### config.mk
export PLATFORM = sky130hd
export DESIGN_NAME = multiword_stream_shifter
export DESIGN_NICKNAME = d
export VERILOG_FILES = /design/src/sv/mss_pkg.sv /design/src/sv/mss_fifo.sv /design/src/sv/mss_front.sv /design/src/sv/mss_back.sv /design/src/sv/multiword_stream_shifter.sv
export SDC_FILE = /design/constraint.sdc
export NUM_CORES = 1
export LEC_CHECK = 0
export ABC_CLOCK_PERIOD_IN_PS = 10160
export BUFFER_PORTS_ARGS = -buffer_cell sky130_fd_sc_hd__buf_2
export CAP_MARGIN = 30
export CELL_PAD_IN_SITES_DETAIL_PLACEMENT = 0
export CELL_PAD_IN_SITES_GLOBAL_PLACEMENT = 1
export CORE_UTILIZATION = 40
export CTS_BUF_LIST = sky130_fd_sc_hd__clkbuf_8 sky130_fd_sc_hd__clkbuf_16
export DETAILED_ROUTE_END_ITERATION = 8
export GPL_TIMING_DRIVEN = 1
export PLACE_DENSITY = 0.62
export SLEW_MARGIN = 10
export SYNTH_ARGS = -nofsm -noshare
export SYNTH_HDL_FRONTEND = slang
export SYNTH_SLANG_ARGS = --single-unit
export TNS_END_PERCENT = 30
### constraint.sdc
create_clock -name clk -period 10.16 [get_ports clk]
set_input_delay 1.016 -clock clk [delete_from_list [all_inputs] [get_ports clk]]
set_output_delay 1.016 -clock clk [all_outputs]
set_load 0.05 [all_outputs]
### src/sv/mss_pkg.sv
`timescale 1ns / 1ps
package mss_pkg;

  localparam int DIGIT_BITS   = 32;
  localparam int BS_W         = $clog2(DIGIT_BITS);
  localparam int DS_W         = 6;
  localparam int LEN_W        = 13;
  localparam int IDX_W        = 13;
  localparam int INC_W        = DS_W + 1;
  localparam int MAX_DIGITS   = 4096;
  localparam int COUNT_MAX    = (1 << LEN_W) - 1;
  localparam int LEN_CAP_INT  = ((MAX_DIGITS + 63) > COUNT_MAX) ? COUNT_MAX : (MAX_DIGITS + 63);
  localparam logic [LEN_W-1:0] LEN_CAP    = LEN_W'(LEN_CAP_INT);
  localparam logic [DS_W-1:0]  DSHIFT_MAX = DS_W'(62);

  localparam int CFG_IDX_W  = 2;
  localparam int CFG_DATA_W = DS_W;
  localparam logic [CFG_IDX_W-1:0] CFG_SHIFT_LEFT  = 2'd0;
  localparam logic [CFG_IDX_W-1:0] CFG_BIT_SHIFT   = 2'd1;
  localparam logic [CFG_IDX_W-1:0] CFG_DIGIT_SHIFT = 2'd2;

  localparam int CMD_DEPTH_DEF = 4;
  localparam int OUT_DEPTH_DEF = 2;

  // one classified input digit: a burst of zeros, then up to two digits
  typedef struct packed {
    logic [DS_W-1:0]       zeros;
    logic                  has_a;
    logic [DIGIT_BITS-1:0] a_digit;
    logic                  a_valid;
    logic                  has_b;
    logic [DIGIT_BITS-1:0] b_digit;
    logic                  last;
    logic [LEN_W-1:0]      length;
  } cmd_t;

  typedef struct packed {
    logic [DIGIT_BITS-1:0] digit;
    logic                  digit_valid;
    logic                  end_of_number;
    logic [LEN_W-1:0]      length;
  } out_item_t;

endpackage

### src/sv/mss_fifo.sv
`timescale 1ns / 1ps
module mss_fifo #(
  parameter int WIDTH = 8,
  parameter int DEPTH = 2
) (
  input  logic             clk,
  input  logic             rst_n,
  input  logic             push,
  input  logic [WIDTH-1:0] wr_data,
  output logic             full,
  input  logic             pop,
  output logic [WIDTH-1:0] rd_data,
  output logic             empty
);

  localparam int AW = (DEPTH > 1) ? $clog2(DEPTH) : 1;
  localparam int CW = $clog2(DEPTH + 1);

  logic [WIDTH-1:0] mem_r [DEPTH];
  logic [AW-1:0]    wr_ptr_r, wr_ptr_nxt;
  logic [AW-1:0]    rd_ptr_r, rd_ptr_nxt;
  logic [CW-1:0]    count_r, count_nxt;
  logic             do_push, do_pop;

  assign full    = (count_r == CW'(DEPTH));
  assign empty   = (count_r == '0);
  assign do_push = push && !full;
  assign do_pop  = pop && !empty;
  assign rd_data = mem_r[rd_ptr_r];

  always_comb begin
    wr_ptr_nxt = wr_ptr_r;
    rd_ptr_nxt = rd_ptr_r;
    count_nxt  = count_r;
    if (do_push) begin
      wr_ptr_nxt = (wr_ptr_r == AW'(DEPTH - 1)) ? '0 : wr_ptr_r + 1'b1;
    end
    if (do_pop) begin
      rd_ptr_nxt = (rd_ptr_r == AW'(DEPTH - 1)) ? '0 : rd_ptr_r + 1'b1;
    end
    if (do_push && !do_pop) begin
      count_nxt = count_r + 1'b1;
    end else if (do_pop && !do_push) begin
      count_nxt = count_r - 1'b1;
    end
  end

  always_ff @(posedge clk) begin
    if (!rst_n) begin
      wr_ptr_r <= '0;
      rd_ptr_r <= '0;
      count_r  <= '0;
    end else begin
      wr_ptr_r <= wr_ptr_nxt;
      rd_ptr_r <= rd_ptr_nxt;
      count_r  <= count_nxt;
    end
  end

  always_ff @(posedge clk) begin
    if (do_push) begin
      mem_r[wr_ptr_r] <= wr_data;
    end
  end

endmodule

### src/sv/mss_front.sv
`timescale 1ns / 1ps
module mss_front import mss_pkg::*; (
  input  logic                  clk,
  input  logic                  rst_n,
  input  logic                  cfg_valid,
  input  logic [CFG_IDX_W-1:0]  cfg_index,
  input  logic [CFG_DATA_W-1:0] cfg_data,
  input  logic                  push,
  input  logic [DIGIT_BITS-1:0] in_digit,
  input  logic                  in_last_digit,
  input  logic                  cmd_full,
  output logic                  cmd_push,
  output cmd_t                  cmd
);

  logic                  shift_left_r;
  logic [BS_W-1:0]       bit_shift_r;
  logic [DS_W-1:0]       digit_shift_r;

  logic [DIGIT_BITS-1:0] held_r, held_nxt;
  logic [IDX_W-1:0]      idx_r, idx_nxt;
  logic [LEN_W-1:0]      count_r, count_nxt;

  logic [DS_W-1:0]         ds;
  logic                    accept, first, kept, beyond, bs_zero;
  logic [2*DIGIT_BITS-1:0] lsh, rsh, csh;
  logic [DIGIT_BITS-1:0]   top;
  logic [INC_W-1:0]        inc;
  logic [LEN_W:0]          sum;
  logic [LEN_W-1:0]        count_new;

  always_ff @(posedge clk) begin
    if (!rst_n) begin
      shift_left_r  <= 1'b0;
      bit_shift_r   <= '0;
      digit_shift_r <= '0;
    end else if (cfg_valid) begin
      unique case (cfg_index)
        CFG_SHIFT_LEFT:  shift_left_r  <= cfg_data[0];
        CFG_BIT_SHIFT:   bit_shift_r   <= cfg_data[BS_W-1:0];
        CFG_DIGIT_SHIFT: digit_shift_r <= cfg_data[DS_W-1:0];
        default: ;
      endcase
    end
  end

  assign ds      = (digit_shift_r > DSHIFT_MAX) ? DSHIFT_MAX : digit_shift_r;
  assign accept  = push && !cmd_full;
  assign first   = (idx_r == '0);
  assign kept    = (idx_r >= IDX_W'(ds));
  assign beyond  = (idx_r > IDX_W'(ds));
  assign bs_zero = (bit_shift_r == '0);

  // funnel shifts across the held digit and the new one
  assign lsh = {in_digit, held_r} << bit_shift_r;
  assign csh = {{DIGIT_BITS{1'b0}}, in_digit} << bit_shift_r;
  assign rsh = {in_digit, held_r} >> bit_shift_r;
  assign top = in_digit >> bit_shift_r;

  always_comb begin
    cmd = '0;
    inc = '0;
    if (shift_left_r) begin
      cmd.zeros   = first ? ds : '0;
      cmd.has_a   = 1'b1;
      cmd.a_digit = lsh[2*DIGIT_BITS-1:DIGIT_BITS];
      cmd.a_valid = 1'b1;
      cmd.b_digit = csh[2*DIGIT_BITS-1:DIGIT_BITS];
      cmd.has_b   = in_last_digit && (cmd.b_digit != '0);
      inc = INC_W'(cmd.zeros) + INC_W'(1) + INC_W'(cmd.has_b);
    end else begin
      cmd.has_a   = kept && (bs_zero || beyond);
      cmd.a_digit = bs_zero ? in_digit : rsh[DIGIT_BITS-1:0];
      cmd.a_valid = 1'b1;
      cmd.b_digit = top;
      cmd.has_b   = kept && in_last_digit && !bs_zero && (top != '0);
      inc = INC_W'(cmd.has_a) + INC_W'(cmd.has_b);
      // number shifted away: one empty item
      if (in_last_digit && !cmd.has_a && !cmd.has_b) begin
        cmd.has_a   = 1'b1;
        cmd.a_digit = '0;
        cmd.a_valid = 1'b0;
      end
    end
    sum        = {1'b0, count_r} + (LEN_W + 1)'(inc);
    count_new  = (sum > (LEN_W + 1)'(LEN_CAP)) ? LEN_CAP : sum[LEN_W-1:0];
    cmd.last   = in_last_digit;
    cmd.length = count_new;
  end

  assign cmd_push = accept && (cmd.has_a || cmd.has_b);

  always_comb begin
    held_nxt  = held_r;
    idx_nxt   = idx_r;
    count_nxt = count_r;
    if (accept) begin
      if (in_last_digit) begin
        held_nxt  = '0;
        idx_nxt   = '0;
        count_nxt = '0;
      end else begin
        held_nxt  = (shift_left_r || kept) ? in_digit : held_r;
        idx_nxt   = (idx_r == '1) ? idx_r : idx_r + 1'b1;
        count_nxt = count_new;
      end
    end
  end

  always_ff @(posedge clk) begin
    if (!rst_n) begin
      held_r  <= '0;
      idx_r   <= '0;
      count_r <= '0;
    end else begin
      held_r  <= held_nxt;
      idx_r   <= idx_nxt;
      count_r <= count_nxt;
    end
  end

endmodule

### src/sv/mss_back.sv
`timescale 1ns / 1ps
module mss_back import mss_pkg::*; (
  input  logic      clk,
  input  logic      rst_n,
  input  cmd_t      cmd,
  input  logic      cmd_empty,
  output logic      cmd_pop,
  input  logic      out_full,
  output logic      out_push,
  output out_item_t out_item
);

  typedef enum logic [1:0] {
    PH_LEAD = 2'b01,
    PH_TAIL = 2'b10
  } phase_t;

  phase_t          phase_r, phase_nxt;
  logic [DS_W-1:0] zcnt_r, zcnt_nxt;

  logic in_zero, not_tail, sel_a, sel_b, item_final, go;

  always_comb begin
    unique case (phase_r)
      PH_LEAD: begin
        in_zero  = (zcnt_r != cmd.zeros);
        not_tail = 1'b1;
      end
      PH_TAIL: begin
        in_zero  = 1'b0;
        not_tail = 1'b0;
      end
      default: begin
        in_zero  = 1'b0;
        not_tail = 1'b0;
      end
    endcase
  end

  assign sel_a      = !in_zero && not_tail && cmd.has_a;
  assign sel_b      = !in_zero && !sel_a;
  assign item_final = sel_b || (sel_a && !cmd.has_b);
  assign go         = !cmd_empty && !out_full;
  assign out_push   = go;
  assign cmd_pop    = go && item_final;

  always_comb begin
    out_item               = '0;
    out_item.digit         = in_zero ? '0 : (sel_a ? cmd.a_digit : cmd.b_digit);
    out_item.digit_valid   = sel_a ? cmd.a_valid : 1'b1;
    out_item.end_of_number = item_final && cmd.last;
    out_item.length        = out_item.end_of_number ? cmd.length : '0;
  end

  always_comb begin
    phase_nxt = phase_r;
    zcnt_nxt  = zcnt_r;
    if (go) begin
      priority if (item_final) begin
        phase_nxt = PH_LEAD;
        zcnt_nxt  = '0;
      end else if (in_zero) begin
        zcnt_nxt = zcnt_r + 1'b1;
      end else begin
        phase_nxt = PH_TAIL;
      end
    end
  end

  always_ff @(posedge clk) begin
    if (!rst_n) begin
      phase_r <= PH_LEAD;
      zcnt_r  <= '0;
    end else begin
      phase_r <= phase_nxt;
      zcnt_r  <= zcnt_nxt;
    end
  end

endmodule

### src/sv/multiword_stream_shifter.sv
`timescale 1ns / 1ps
// channel  direction  handshake          payload
// in       input      push / full        in_digit, in_last_digit
// out      output     pop / empty        out_digit, out_digit_valid, out_end_of_number,
//                                        out_length
// cfg      input      cfg_valid/ready    cfg_index, cfg_data
//
// one digit is taken per cycle while the request queue is not full; the back end turns
// each request into its result items one by one: a left shift puts digit_shift zero items
// (at most 62) before a number's first digit; a carry or top digit adds one on its last.
// an accepted digit's items pass the registered request queue, then the result queue.
// synchronous active-low reset clears the queues, the sequencer and the registers.
// the front end stalls only on a full request queue, the back end only on a full
// result queue; cfg_ready is always high.
module multiword_stream_shifter import mss_pkg::*; #(
  parameter int CMD_DEPTH = CMD_DEPTH_DEF,
  parameter int OUT_DEPTH = OUT_DEPTH_DEF
) (
  input  logic                  clk,
  input  logic                  rst_n,
  input  logic                  push,
  output logic                  full,
  input  logic [DIGIT_BITS-1:0] in_digit,
  input  logic                  in_last_digit,
  output logic                  empty,
  input  logic                  pop,
  output logic [DIGIT_BITS-1:0] out_digit,
  output logic                  out_digit_valid,
  output logic                  out_end_of_number,
  output logic [LEN_W-1:0]      out_length,
  input  logic                  cfg_valid,
  output logic                  cfg_ready,
  input  logic [CFG_IDX_W-1:0]  cfg_index,
  input  logic [CFG_DATA_W-1:0] cfg_data
);

  cmd_t      cmd_in, cmd_head;
  logic      cmd_push, cmd_full, cmd_pop, cmd_empty;
  out_item_t item_in, item_head;
  logic      out_push, out_full;

  assign cfg_ready = 1'b1;
  assign full      = cmd_full;

  mss_front u_front (
    .clk           (clk),
    .rst_n         (rst_n),
    .cfg_valid     (cfg_valid),
    .cfg_index     (cfg_index),
    .cfg_data      (cfg_data),
    .push          (push),
    .in_digit      (in_digit),
    .in_last_digit (in_last_digit),
    .cmd_full      (cmd_full),
    .cmd_push      (cmd_push),
    .cmd           (cmd_in)
  );

  mss_fifo #(
    .WIDTH ($bits(cmd_t)),
    .DEPTH (CMD_DEPTH)
  ) u_cmd_q (
    .clk     (clk),
    .rst_n   (rst_n),
    .push    (cmd_push),
    .wr_data (cmd_in),
    .full    (cmd_full),
    .pop     (cmd_pop),
    .rd_data (cmd_head),
    .empty   (cmd_empty)
  );

  mss_back u_back (
    .clk       (clk),
    .rst_n     (rst_n),
    .cmd       (cmd_head),
    .cmd_empty (cmd_empty),
    .cmd_pop   (cmd_pop),
    .out_full  (out_full),
    .out_push  (out_push),
    .out_item  (item_in)
  );

  mss_fifo #(
    .WIDTH ($bits(out_item_t)),
    .DEPTH (OUT_DEPTH)
  ) u_out_q (
    .clk     (clk),
    .rst_n   (rst_n),
    .push    (out_push),
    .wr_data (item_in),
    .full    (out_full),
    .pop     (pop),
    .rd_data (item_head),
    .empty   (empty)
  );

  assign out_digit         = item_head.digit;
  assign out_digit_valid   = item_head.digit_valid;
  assign out_end_of_number = item_head.end_of_number;
  assign out_length        = item_head.length;

  // an empty result only ever closes a number
  a_invalid_is_final: assert property (@(posedge clk) disable iff (!rst_n)
    (!empty && !out_digit_valid) |-> out_end_of_number)
    else $error("empty result item without end of number");

  // length only on the final item, never above the cap
  a_length_final: assert property (@(posedge clk) disable iff (!rst_n)
    (!empty && !out_end_of_number) |-> (out_length == '0))
    else $error("length on a non-final item");

  a_length_cap: assert property (@(posedge clk) disable iff (!rst_n)
    !empty |-> (out_length <= LEN_CAP))
    else $error("length above cap");

  // a request retires only together with the item that finishes it
  a_pop_with_item: assert property (@(posedge clk) disable iff (!rst_n)
    cmd_pop |-> (out_push && !out_full))
    else $error("request retired without a result item");

endmodule
**Word-level counts from Yosys, hierarchy flattened**

Memories as Yosys holds them, arrays and structs flattened. A register that Yosys moved wholly into a read port is not among the register bits.
Cells that the tools add are included.

- Memory bits (writable): 442
- Memories kept: 2
- Latch bits: 0
- Flip-flop bits (word level): 89
- Bits in read-only memories: 0

Memory list:

| name | depth | width | read ports | clocked after Yosys merged registers in | write ports | RTL line | RTL |
|---|---|---|---|---|---|---|---|
| u_cmd_q.mem_r | 4 | 87 | 1 | 1 | 1 | mss_fifo.sv:19 | `logic [WIDTH-1:0] mem_r [DEPTH];` |
| u_out_q.mem_r | 2 | 47 | 1 | 1 | 1 | mss_fifo.sv:19 |  |

- Div/mod/pow operators: 0
- $mul: 0
- $lt $le $gt $ge: 4
- Reductions and logical operators: 60
- Add/sub/neg operators: 14
- Bitwise operators: 0
- Shift-type cells: 4
- Equality and inequality tests: 11
- Multiplexer cells: 39

Operator list:

| cell | count |
|---|---|
| two-way mux 32 bit | 5 |
| two-way mux 67 bit | 1 |
| two-way mux 13 bit | 5 |
| nonzero test 32 bit | 2 |
| left shift 32 x 5 -> 64 bit | 1 |
| left shift 64 x 5 -> 64 bit | 1 |
| right shift 64 x 5 -> 32 bit | 1 |
| two-way mux 34 bit | 1 |
| right shift 32 x 5 -> 32 bit | 1 |
| two-way mux 6 bit | 5 |
| logical AND 1 bit | 24 |
| two-way mux 2 bit | 8 |
| adder 13 x 7 -> 14 bit | 1 |
| > comparator 14 x 13 -> 1 bit, second input constant | 1 |
| logical NOT 1 bit | 14 |
| AND reduction 2 bit | 7 |
| adder 13 x 1 -> 13 bit, second input constant | 1 |
| == test 13 bit, second input constant | 1 |
| greater-or-equal comparator 13 x 6 -> 1 bit | 1 |
| > comparator 13 x 6 -> 1 bit | 1 |
| logical NOT 13 bit | 1 |
| two-way mux 1 bit | 11 |
| == test 2 bit, second input constant | 4 |
| nonzero test 2 bit | 4 |
| 20 further kinds | 30 |

**Longest topological paths before layout**

Gate-level depths: netlist of run 1.

- Depth after elaboration: 17
- Gate-level depth with buffers: 34

**By module**

Synthesis of run 1 repeated with hierarchy kept, for this count alone.

- Cells, all modules: 2449
- Area, all modules: 30671.9 µm²

By module, submodules not included:

| module | area an instance (µm²) | times used | sequential area each (µm²) | cells each |
|---|---|---|---|---|
| mss_fifo at u_cmd_q | 13028.7 | 1 | 10630.2 | 506 |
| mss_front | 12919.9 | 1 | 1401.3 | 1621 |
| mss_fifo at u_out_q | 3629.7 | 1 | 2922.8 | 171 |
| mss_back | 1082.3 | 1 | 160.2 | 149 |
| multiword_stream_shifter | 11.3 | 1 | 0.0 | 2 |

**Least setup slack after synthesis of run 1**

No wires, ideal clock.

- Path kind: input to register
- From: input in_digit[18]
- To: register u_front.count_r[5]
- Cell stages on the path: 24
- Setup time: 0.117 ns
- Setup slack: 3.682 ns
- Data arrival time: 6.360 ns
- Path buffers: 2
- Required time: 10.043 ns
- Path through: clkbuf_1 > mux4_2 > mux2_2 > o21ai_0 > o21ai_0 > or4_1 > o31ai_2 > inv_1 > ha_1 > inv_1 > mux2i_1 > ha_1 > inv_1 > fa_1 > nor2b_1 > o21a_1 > o21ai_0 > a211oi_1 > and3_1 > mux2_2 > a21boi_0 > clkbuf_1 > or2_2 > a32o_1

RTL lines:

| item | RTL line | RTL |
|---|---|---|
| from (decl) | multiword_stream_shifter.sv:23 | `input logic [DIGIT_BITS-1:0] in_digit,` |
| to (signal assigned) | mss_front.sv:118 | `count_r <= count_nxt;` |
| to (decl) | mss_front.sv:22 | `logic [LEN_W-1:0] count_r, count_nxt;` |

==> metrics list, run 1 <==
- Result of the run: finished, final reports clean
- Hold Buf Count CTS: 0
- For the worst-skew pair, the clock arrives at the later sink with an insertion delay of 620 ps.
* Net switching share of the total power: 34.6%
- The tool flagged a number of max-cap violations equal to 0.
- Leakage power: 0.0112 uW
- The region available for standard cell placement spans 74,800 sq um.
- CP peak stage delay: 860 ps
* Internal portion of total power: around 4900 uW
* Clk sinks: roughly 530
* Areal power density over the cells: 223 nW/um^2
- # rows: 100
- NumNets Final: 2,505
- Wire segments on met2 add up to 41,500 um in the final route.
- Routability-driven placement finished with a final weighted congestion of 0.945.
- The top cell type by area accounts for between 40% and 50% of the synthesized area.
- Count of boundary I/O pins: 96
- Slowest stage cell, crit path: sky130_fd_sc_hd__dfxtp_4
- Max Transition Viols Final: 0
- TritonCTS created 57 clock buffers.
* Remaining antenna violation count after routing: 0
* Clock transition at the register clock pins on the worst setup and hold paths after CTS: 60 ps
* Data required time of the critical path: roughly 11,000 ps
* Met3 wire length: slightly below 6000 um
- The die is 278 um wide.
- M1 wire length: 44,100 um
* Share of the cycle needed by the critical path after routing: roughly three quarters
- The first global-routing pass estimated 139,000 um of wire.
* Least-Margin Pin Slew: 978 ps
- Power share of the combinational group: 32.0%
- Worst max-slew margin expressed relative to the limit: 34.3%
- Synthesis instantiated 75 different standard cells from the library.
- Portion of total power attributed to sequential cells: 40.0%
- The critical path is of the reg -> reg type.
- Share of post-route cells with drive strength above 1: 23.1%
- Setup total negative slack on the finished layout was measured at 0 ps.
- Summing every instance area after synthesis gives 30,400 sq um.
- Highest routed layer: met4
- Overall power of the completed layout: 7460 uW
* Fillers: ~6,900
* Antenna violations before repair: 2
- Of all flip-flops after synthesis, the portion carrying an async set or reset was 0%.
- Reg area: 15,100 sq um
- Post-CTS timing repair inserted 0 buffers for setup.
- Global routing used 24.2% of the available tracks.
- Top cell type by total area after synthesis: sky130_fd_sc_hd__edfxtp_1
- Multi-input gate area: 14,200 sq um
* Number of enable flip-flop cells after synthesis: between 400 and 500
* Number of global-route vias before repair: 20,500
* Final hold violations: 0
- Counting every net in the synthesized netlist gives 2,521.
- Most common cell after layout, fill and taps aside: sky130_fd_sc_hd__edfxtp_1
- For this run, the leading register cell type out of synthesis is sky130_fd_sc_hd__edfxtp_1.
- TritonCTS built the clock tree.
* Arrival time of data at the critical path endpoint: 8330 ps
- Cell Count Post-Placement: 3,335
* Post-Place Worst Slack: about 2200 ps
* Initial core utilization: ~41%
- Root buffer cell: sky130_fd_sc_hd__clkbuf_16
- Number of non-filler instances in the completed layout: 3,450
* Total Wirelength: ~94,000 um
- Unrepaired setup endpoints after global routing: false
- Once layout is complete, the utilization of the core stands at 44.7%.
- In this run the vertical extent of the chip is approximately 280 um.
- After clock tree synthesis, the repair step resized 0 gates.
- # port buffers: 94
* Sequential share of the synthesized area: 49.7%
- The longest clock path from root to sink contains 3 buffers.
- After detailed routing, the average wire length per cell comes to 27.4 um.
- Routed vias: 21,000
* Yosys warns: 0
- Sorting the synthesized cells by area gives the leading types as sky130_fd_sc_hd__edfxtp_1, sky130_fd_sc_hd__mux4_2, sky130_fd_sc_hd__dfxtp_1, sky130_fd_sc_hd__mux2i_1, sky130_fd_sc_hd__nor2_1.
- H-tree levels: 2
- Synthesis-stage register bit count: 534
- Startpoint kind of the worst setup timing path: flop
- Synthesis handed over a netlist of 2,447 instances.
- Most prevalent standard cell on the critical path: sky130_fd_sc_hd__inv_1
* Largest voltage drop on the vdd net: 0.153 mV
- In this run, the number of DRC markers left after iteration 0 of detailed routing was 1,828.
- Critical-path cell list: clkinv_2 -> mux4_2 -> nand2_1 -> nand2_1 -> o21ai_0 -> or4_1 -> o31ai_2 -> inv_1 -> ha_1 -> inv_1 -> mux2i_1 -> ha_1 -> inv_1 -> fa_1 -> nor2b_1 -> o21a_1 -> o21ai_0 -> a211oi_1 -> and3_1 -> mux2_2 -> a21boi_0 -> buf_4 -> or2_2 -> a32o_1
- Timing would allow up to roughly 130 MHz.
- Summed over all nets, the switching power comes to about 2600 uW.
* Setup violators final: 0
- Largest net degree at the start of global routing: 83
* Setup ws final: 2340 ps
- HPWL after detailed placement: roughly 65,000 um
- Routed vias/inst: 6.08
- DRC violation count after routing: 0
- Synthesized area per cell: between 10 and 15 sq um
- The clock period could shrink to 7820 ps.
- The area growth from synthesis to layout is 10.1%.
* Global route overflow: 0
- The worst hold path belongs to the class reg -> reg.
- The floorplan step defined a die boundary enclosing 77,100 sq um.
* Post-Route Skew: 21.5 ps
* CP Max Fanout: 62
- STA classifies the critical path endpoint as a flop.
- Commonest cells after routing, fill and taps aside: sky130_fd_sc_hd__edfxtp_1, sky130_fd_sc_hd__nor2_1, sky130_fd_sc_hd__mux4_2
- Share of total power in the clock network: 27.9%
* TritonRoute pass-1 iters: 6
## synth_stat cells (25+ instances only)
| master | count |
|---|---|
| sky130_fd_sc_hd__edfxtp_1 | 442 |
| sky130_fd_sc_hd__nor2_1 | 340 |
| sky130_fd_sc_hd__mux4_2 | 217 |
| sky130_fd_sc_hd__mux2i_1 | 166 |
| sky130_fd_sc_hd__nand2_1 | 134 |
| sky130_fd_sc_hd__clkbuf_1 | 123 |
| sky130_fd_sc_hd__o21ai_0 | 115 |
| sky130_fd_sc_hd__dfxtp_1 | 92 |
| sky130_fd_sc_hd__mux2_2 | 89 |
| sky130_fd_sc_hd__a21oi_1 | 85 |
| sky130_fd_sc_hd__nor2b_1 | 63 |
| sky130_fd_sc_hd__a22oi_1 | 43 |
| sky130_fd_sc_hd__a211oi_1 | 37 |
| sky130_fd_sc_hd__buf_2 | 37 |
| sky130_fd_sc_hd__inv_1 | 34 |
| sky130_fd_sc_hd__nor3_1 | 34 |
| sky130_fd_sc_hd__ha_1 | 26 |
| sky130_fd_sc_hd__and3_1 | 25 |
## layout make-up
cell class	count	share of cell area [%]
sequential	534	45.3
multi-input combinational	1661	42.4
clock buffer	59	4.35
tap	969	3.62
timing repair buffer	137	2.60
clock inverter	49	1.34
inverter	40	0.453
antenna	1	0.00748
## worst max-delay path, delay by kind of cell, from the launching register on
kind	cells	cell delay (ps)
fa+ha+maj	3	870
buf+inv	5	1250
compound gates	7	1770
simple gates	6	1710
flops	1	860
mux	3	1130
## routing by layer
metal  global-route usage (%)  up-vias
met4                     7.78        0
met3                     3.11      145
met5                        0        -
met1                     36.6    10800
met2                     35.8      749
li1                         -     9321
## power by group through the flow
stage | clock [uW] | sequential [uW] | combinational, uW
4_1_cts | 2130 | 2990 | 2410
5_1_grt | 2220 | 3020 | 2560
6_report | 2080 | 2990 | 2390
3_5_place_dp | 0 | 3040 | 2410
2_1_floorplan | 0 | 2980 | 1750
3_3_place_gp | 0 | 3020 | 2390
## path summary, 6_finish.rpt
check	start	endpoint	slack [ps]	cells past startpoint
setup reg to reg	u_front.bit_shift_r[2]	u_front.count_r[3]	2340	24
setup / recovery	u_front.bit_shift_r[2]	u_front.count_r[3]	2340	24
hold reg to reg	u_back.phase_r[1]	u_back.phase_r[1]	470	2
hold / removal	u_back.phase_r[1]	u_back.phase_r[1]	470	2
## state kept, by name, indices dropped and copies added, names as in the netlist, named ones only
register	cells
u_cmd_q.rd_ptr_r	2
u_cmd_q.wr_ptr_r	2
u_out_q.wr_ptr_r	1
u_front.held_r	32
u_back.zcnt_r	6
u_front.digit_shift_r	6
u_out_q.mem_r	94
u_front.shift_left_r	1
u_out_q.rd_ptr_r	1
u_front.count_r	13
u_front.bit_shift_r	5
u_out_q.count_r	2
u_front.idx_r	13
u_back.phase_r	2
u_cmd_q.count_r	3
u_cmd_q.mem_r	348
## logic make-up after synthesis
kind of cell	after synthesis	synth area share, %
adders and majority gates	28	1.20
muxes	472	24.9
xor gates and xnor gates	39	1.12
AOI/OAI and AO/OA	397	8.41
and+or+nand+nor	724	10.9
DFF	534	49.7
other	1	0.0123
buffers and inverters	252	3.76
## through the flow
stage                     hold WS, ps  area [sq um]
after floorplan                   431         30400
after global placement            446         31400
after detailed placement          449         31500
after CTS                         463         33400
after global routing              495         33500
final                             473         33500
No activity file was read; power rests on OpenSTA's default activity.
==> inputs of run 2 (changes only) <==
Settings changed: ABC_AREA from default to 1, ABC_CLOCK_PERIOD_IN_PS 10160 to 7600, PLACE_DENSITY 0.62 to 0.65.
Clock period 10.16 ns to 7.6 ns, I/O delays scaled along.
==> run 2 against run 1 <==
  * The run now ends with design-rule violations left
  * Global-route usage grew 3.4 points
  * Non-clock buffer count rose by 16
  * Sequential power rose by 35%
  * Sequential share of layout area increased by 2.1 points
  * Routed wire length increased by 8.5%
  * Critical path depth up 13
  * Maximum frequency grew 16%
  * Final cell count grew 25%
  * Total power up 41%
==> metrics list, run 2 <==
- The number of DRC markers in iteration 0 was 2,164 (+18%).
* Fillers: 7,059 (+3.1%)
- Most common cell after layout, fill and taps aside: sky130_fd_sc_hd__nand2_1
* Largest regs: u_cmd_q.mem_r (348), u_out_q.mem_r (94), u_front.held_r (31)
- The residual antenna-violating net count after detailed routing was 0 (unchanged).
* Psw: 4120 uW (+60%)
- After synthesis, the cell types taking the most area are sky130_fd_sc_hd__edfxtp_1, sky130_fd_sc_hd__nand2_1, sky130_fd_sc_hd__dfxtp_1, sky130_fd_sc_hd__o21ai_0, sky130_fd_sc_hd__nand3_1.
- CP peak stage delay: 630 ps (-230 ps)
- Leakage power: 0.0122 uW (+8.9%)
- Adder-cell share of the synthesized area: 1.26% (+0.062 points)
* Fraction of synthesized cell area in xor and xnor cells: 0.632% (-0.49 points)
* Largest net degree at the start of global routing: 125 (+51%)
- Critical path start-end classification: reg -> reg
- The minimum clock period came to 6760 ps (-1060 ps).
- Clk sinks: 533 (-0.19%)
- After synthesis, the largest family of logic cells by area is simple AND/OR/NAND/NOR gates.
- In the layout the commonest cells are sky130_fd_sc_hd__nand2_1, sky130_fd_sc_hd__edfxtp_1, sky130_fd_sc_hd__o21ai_0.
* Setup violators final: 0 (unchanged)
* Number of flip-flops in the largest register: 348 (unchanged)
* CTS tree: yes
* Top_reg_cell synth: sky130_fd_sc_hd__edfxtp_1
- Synthesis-stage register bit count: 533 (-0.19%)
- The share of layout cells above drive strength 1 was 11.1% (-12 points).
- Width of the die: 271 um (-2.5%)
- # port buffers: 94 (unchanged)
* Areal power density over the cells: 329 nW/um^2 (+48%)
* Antenna violations before repair: 4 (+2)
- H-tree levels: 2 (unchanged)
- In this design, the critical path's most frequently occurring cell is sky130_fd_sc_hd__nand2_1.
- The core outline area was 71,500 sq um (-4.5%).
- The number of nets in the final layout came to 3,382 (+35%).
* Count of boundary I/O pins: 96 (unchanged)
* Slowest stage cell, crit path: sky130_fd_sc_hd__inv_6
- Fraction of post-synthesis cell area in the top cell type by area: 45.9% (+2.3 points)
* Post-DR wirelength/cell: 23.8 um (-13%)
- The count of synthesis-stage warnings from yosys is 0 (unchanged).
- Reg area: 15,100 sq um (-0.17%)
- The share of total power consumed by net switching came to 39.2% (+4.6 points).
- Portion of total power attributed to sequential cells: 38.6% (-1.4 points)
- Routed vias: 24,600 (+17%)
- Endpoint type of the worst setup path: flop
* Sequential share of the synthesized area: 52.2% (+2.5 points)
- The cell count after synthesis was 3,325 (+36%).
* Simple-gate portion of the synthesized area: 21.7% (+11 points)
* Most frequent cell after synthesis: sky130_fd_sc_hd__nand2_1
- HPWL after detailed placement: 71,600 um (+10%)
* Number of nets produced by synthesis: 3,399 (+35%)
- Area of the die: 73,300 sq um (-4.9%)
- Area of the mapped netlist: 28,900 sq um (-4.9%)
* Max-cap check violation count: 0 (unchanged)
- Least-Margin Pin Slew: 1070 ps (+93.4 ps)
- The number of buffers inserted for hold repair after clock tree synthesis was 0 (unchanged).
- The quantity of gates resized following cts was 0 (unchanged).
* Power share of the combinational group: 35.7% (+3.7 points)
- Share of the cycle needed by the critical path after routing: 89.0% (+12 points)
* Number of global-route vias before repair: 23,400 (+14%)
* Total Wirelength: 103,000 um (+8.5%)
* Result of the run: complete, but fails checks
- Combined global-route utilization of all metal layers: 27.6% (+3.4 points)
* TritonRoute pass-1 iters: 8 (+2)
- Setup ws final: 838 ps (-1500 ps)
- The post-synthesis mux area share came to 2.32% (-23 points).
- The final instance count without filler cells is 4,306 (+25%).
- The worst hold path belongs to the class in -> reg.
- CP Max Fanout: 91 (+47%)
- Compound-cell area share of the yosys netlist: 16.0% (+7.6 points)
* Max Transition Viols Final: 0 (unchanged)
- Data required time of the critical path: 8130 ps (-2540 ps)
* Number of enable flip-flop cells after synthesis: 442 (unchanged)
- Root buffer cell: sky130_fd_sc_hd__clkbuf_16
- Total negative slack for setup checks: 0 ps (unchanged)
* # rows: 98 (-2.0%)
- Cell Count Post-Placement: 4,195 (+26%)
- Num CTS Buffers: 57 (unchanged)
- Fin util: 44.7% (about the same)
- Multi-input gate area: 12,200 sq um (-14%)
* Commonest cells in the synthesized netlist: sky130_fd_sc_hd__nand2_1, sky130_fd_sc_hd__edfxtp_1, sky130_fd_sc_hd__o21ai_0
* Longest Clk Path Bufs: 3 (unchanged)
- Startpoint kind of the worst setup timing path: flop
- Largest voltage drop on the vdd net: 0.279 mV (+83%)
- The total count of hold-check failures in the final report was 0 (unchanged).
- The upper clock frequency limit came to 148 MHz (+16%).
- Top cell type by total area after synthesis: sky130_fd_sc_hd__edfxtp_1
- The data arrival time of the critical path is 7300 ps (-1030 ps).
- The proportion of power drawn by the clock network is 25.8% (-2.1 points).
* Clock transition at the register clock pins on the worst setup and hold paths after CTS: 70 ps (about the same)
- Post-Place Worst Slack: 946 ps (-1210 ps)
- The die height is 271 um (-2.5%).
- The via count normalized by instance count is 5.72 (-6.0%).
- Violations in the final reports: design-rule violations
- Initial core utilization: 40.4% (-0.19 points)
- The final clock skew came to 48.7 ps (+27.3 ps).
- The post-CTS setup-driven buffer insertion count was 0 (unchanged).
- The weighted congestion at the end of routability-driven global placement was 0.926 (-2.0%).
- The total congestion overflow after global routing is 0 (unchanged).
- Clk Latency, worst-skew pair: 640 ps (+20 ps)
- The register with the most flip-flops in the final layout is u_cmd_q.mem_r.
- Post-synthesis async set-or-reset flop share: 0% (unchanged)
* Internal portion of total power: 6390 uW (+31%)
- Worst max-slew margin expressed relative to the limit: 27.8% (-6.5 points)
- Compared with the post-synthesis result, the final layout area differs by 10.5%.
- The number of distinct library cell variants in the gate-level netlist after synthesis is 63 (-16%).
- The count of unresolved DRC violations after routing was 2 (+2).
- First-pass GRT wire length: 152,000 um (+9.1%)
- The average footprint of a synthesized cell was 8.69 sq um (-30%).
- Unrepaired setup endpoints after global routing: false
run 2: through the flow:
stage | cell area [sq um] | hold WS, ps | total power [uW]
finish | 31900 | 433 | 10500
floorplan | 28900 | 430 | 6620
global route | 31900 | 439 | 11000
global placement | 30000 | 446 | 7790
CTS | 31900 | 399 | 10600
detailed placement | 30000 | 447 | 7880
run 2: area by class of cell:
class	count	area share, %
Antenna cell	2	0.0157
Timing Repair Buffer	153	3.15
Sequential cell	533	47.3
Clock buffer	57	4.47
Multi-Input combinational cell	2400	38.1
Clock inverter	48	1.26
Tap cell	950	3.72
Inverter	163	1.96
run 2: path summary, 6_finish.rpt:
| kind | from | end | slack [ps] | depth (start not counted) |
|---|---|---|---|---|
| worst min-delay path | cfg_data[5] | u_front.digit_shift_r[5] | 430 | 3 |
| worst max register to register | u_front.bit_shift_r[0] | u_front.count_r[7] | 840 | 37 |
| worst max-delay path | u_front.bit_shift_r[0] | u_front.count_r[7] | 840 | 37 |
| worst min register to register | u_front.digit_shift_r[0] | u_front.digit_shift_r[0] | 450 | 2 |
run 2: power groups by stage:
stage	Combinational, uW	Clock (uW)	Sequential [uW]
5_1_grt	4060	2880	4100
4_1_cts	3760	2770	4060
6_report	3750	2710	4050
2_1_floorplan	2530	0	4090
3_5_place_dp	3760	0	4120
3_3_place_gp	3700	0	4100
run 2: critical path, delay by kind of cell, from the launching register on:
kind                     cells  cell delay, ps
AND/OR/NAND/NOR             23            3400
AO/OA/AOI/OAI                5            1030
buffers and inverters        5             890
adder cells (fa/ha/maj)      3             660
flip-flops                   1             440
XOR/XNOR                     1             200
run 2: logic make-up after synthesis:
logic type,Yosys count
flip-flops,533
AND/OR/NAND/NOR,1479
other,1
adder cells (fa/ha/maj),28
AO/OA/AOI/OAI,811
XOR/XNOR,20
multiplexers,61
buffers and inverters,392
run 2: layer usage:
metal | wire length, um | vias up | part of all wire, % | GRT usage (%)
met1 | 47200 | 12100 | 46 | 39.7
met5 | 0 | - | 0 | 0
met3 | 5340 | 129 | 5.2 | 2.62
li1 | - | 11700 | - | -
met4 | 2620 | 0 | 2.6 | 7.24
met2 | 47400 | 758 | 46 | 44.3
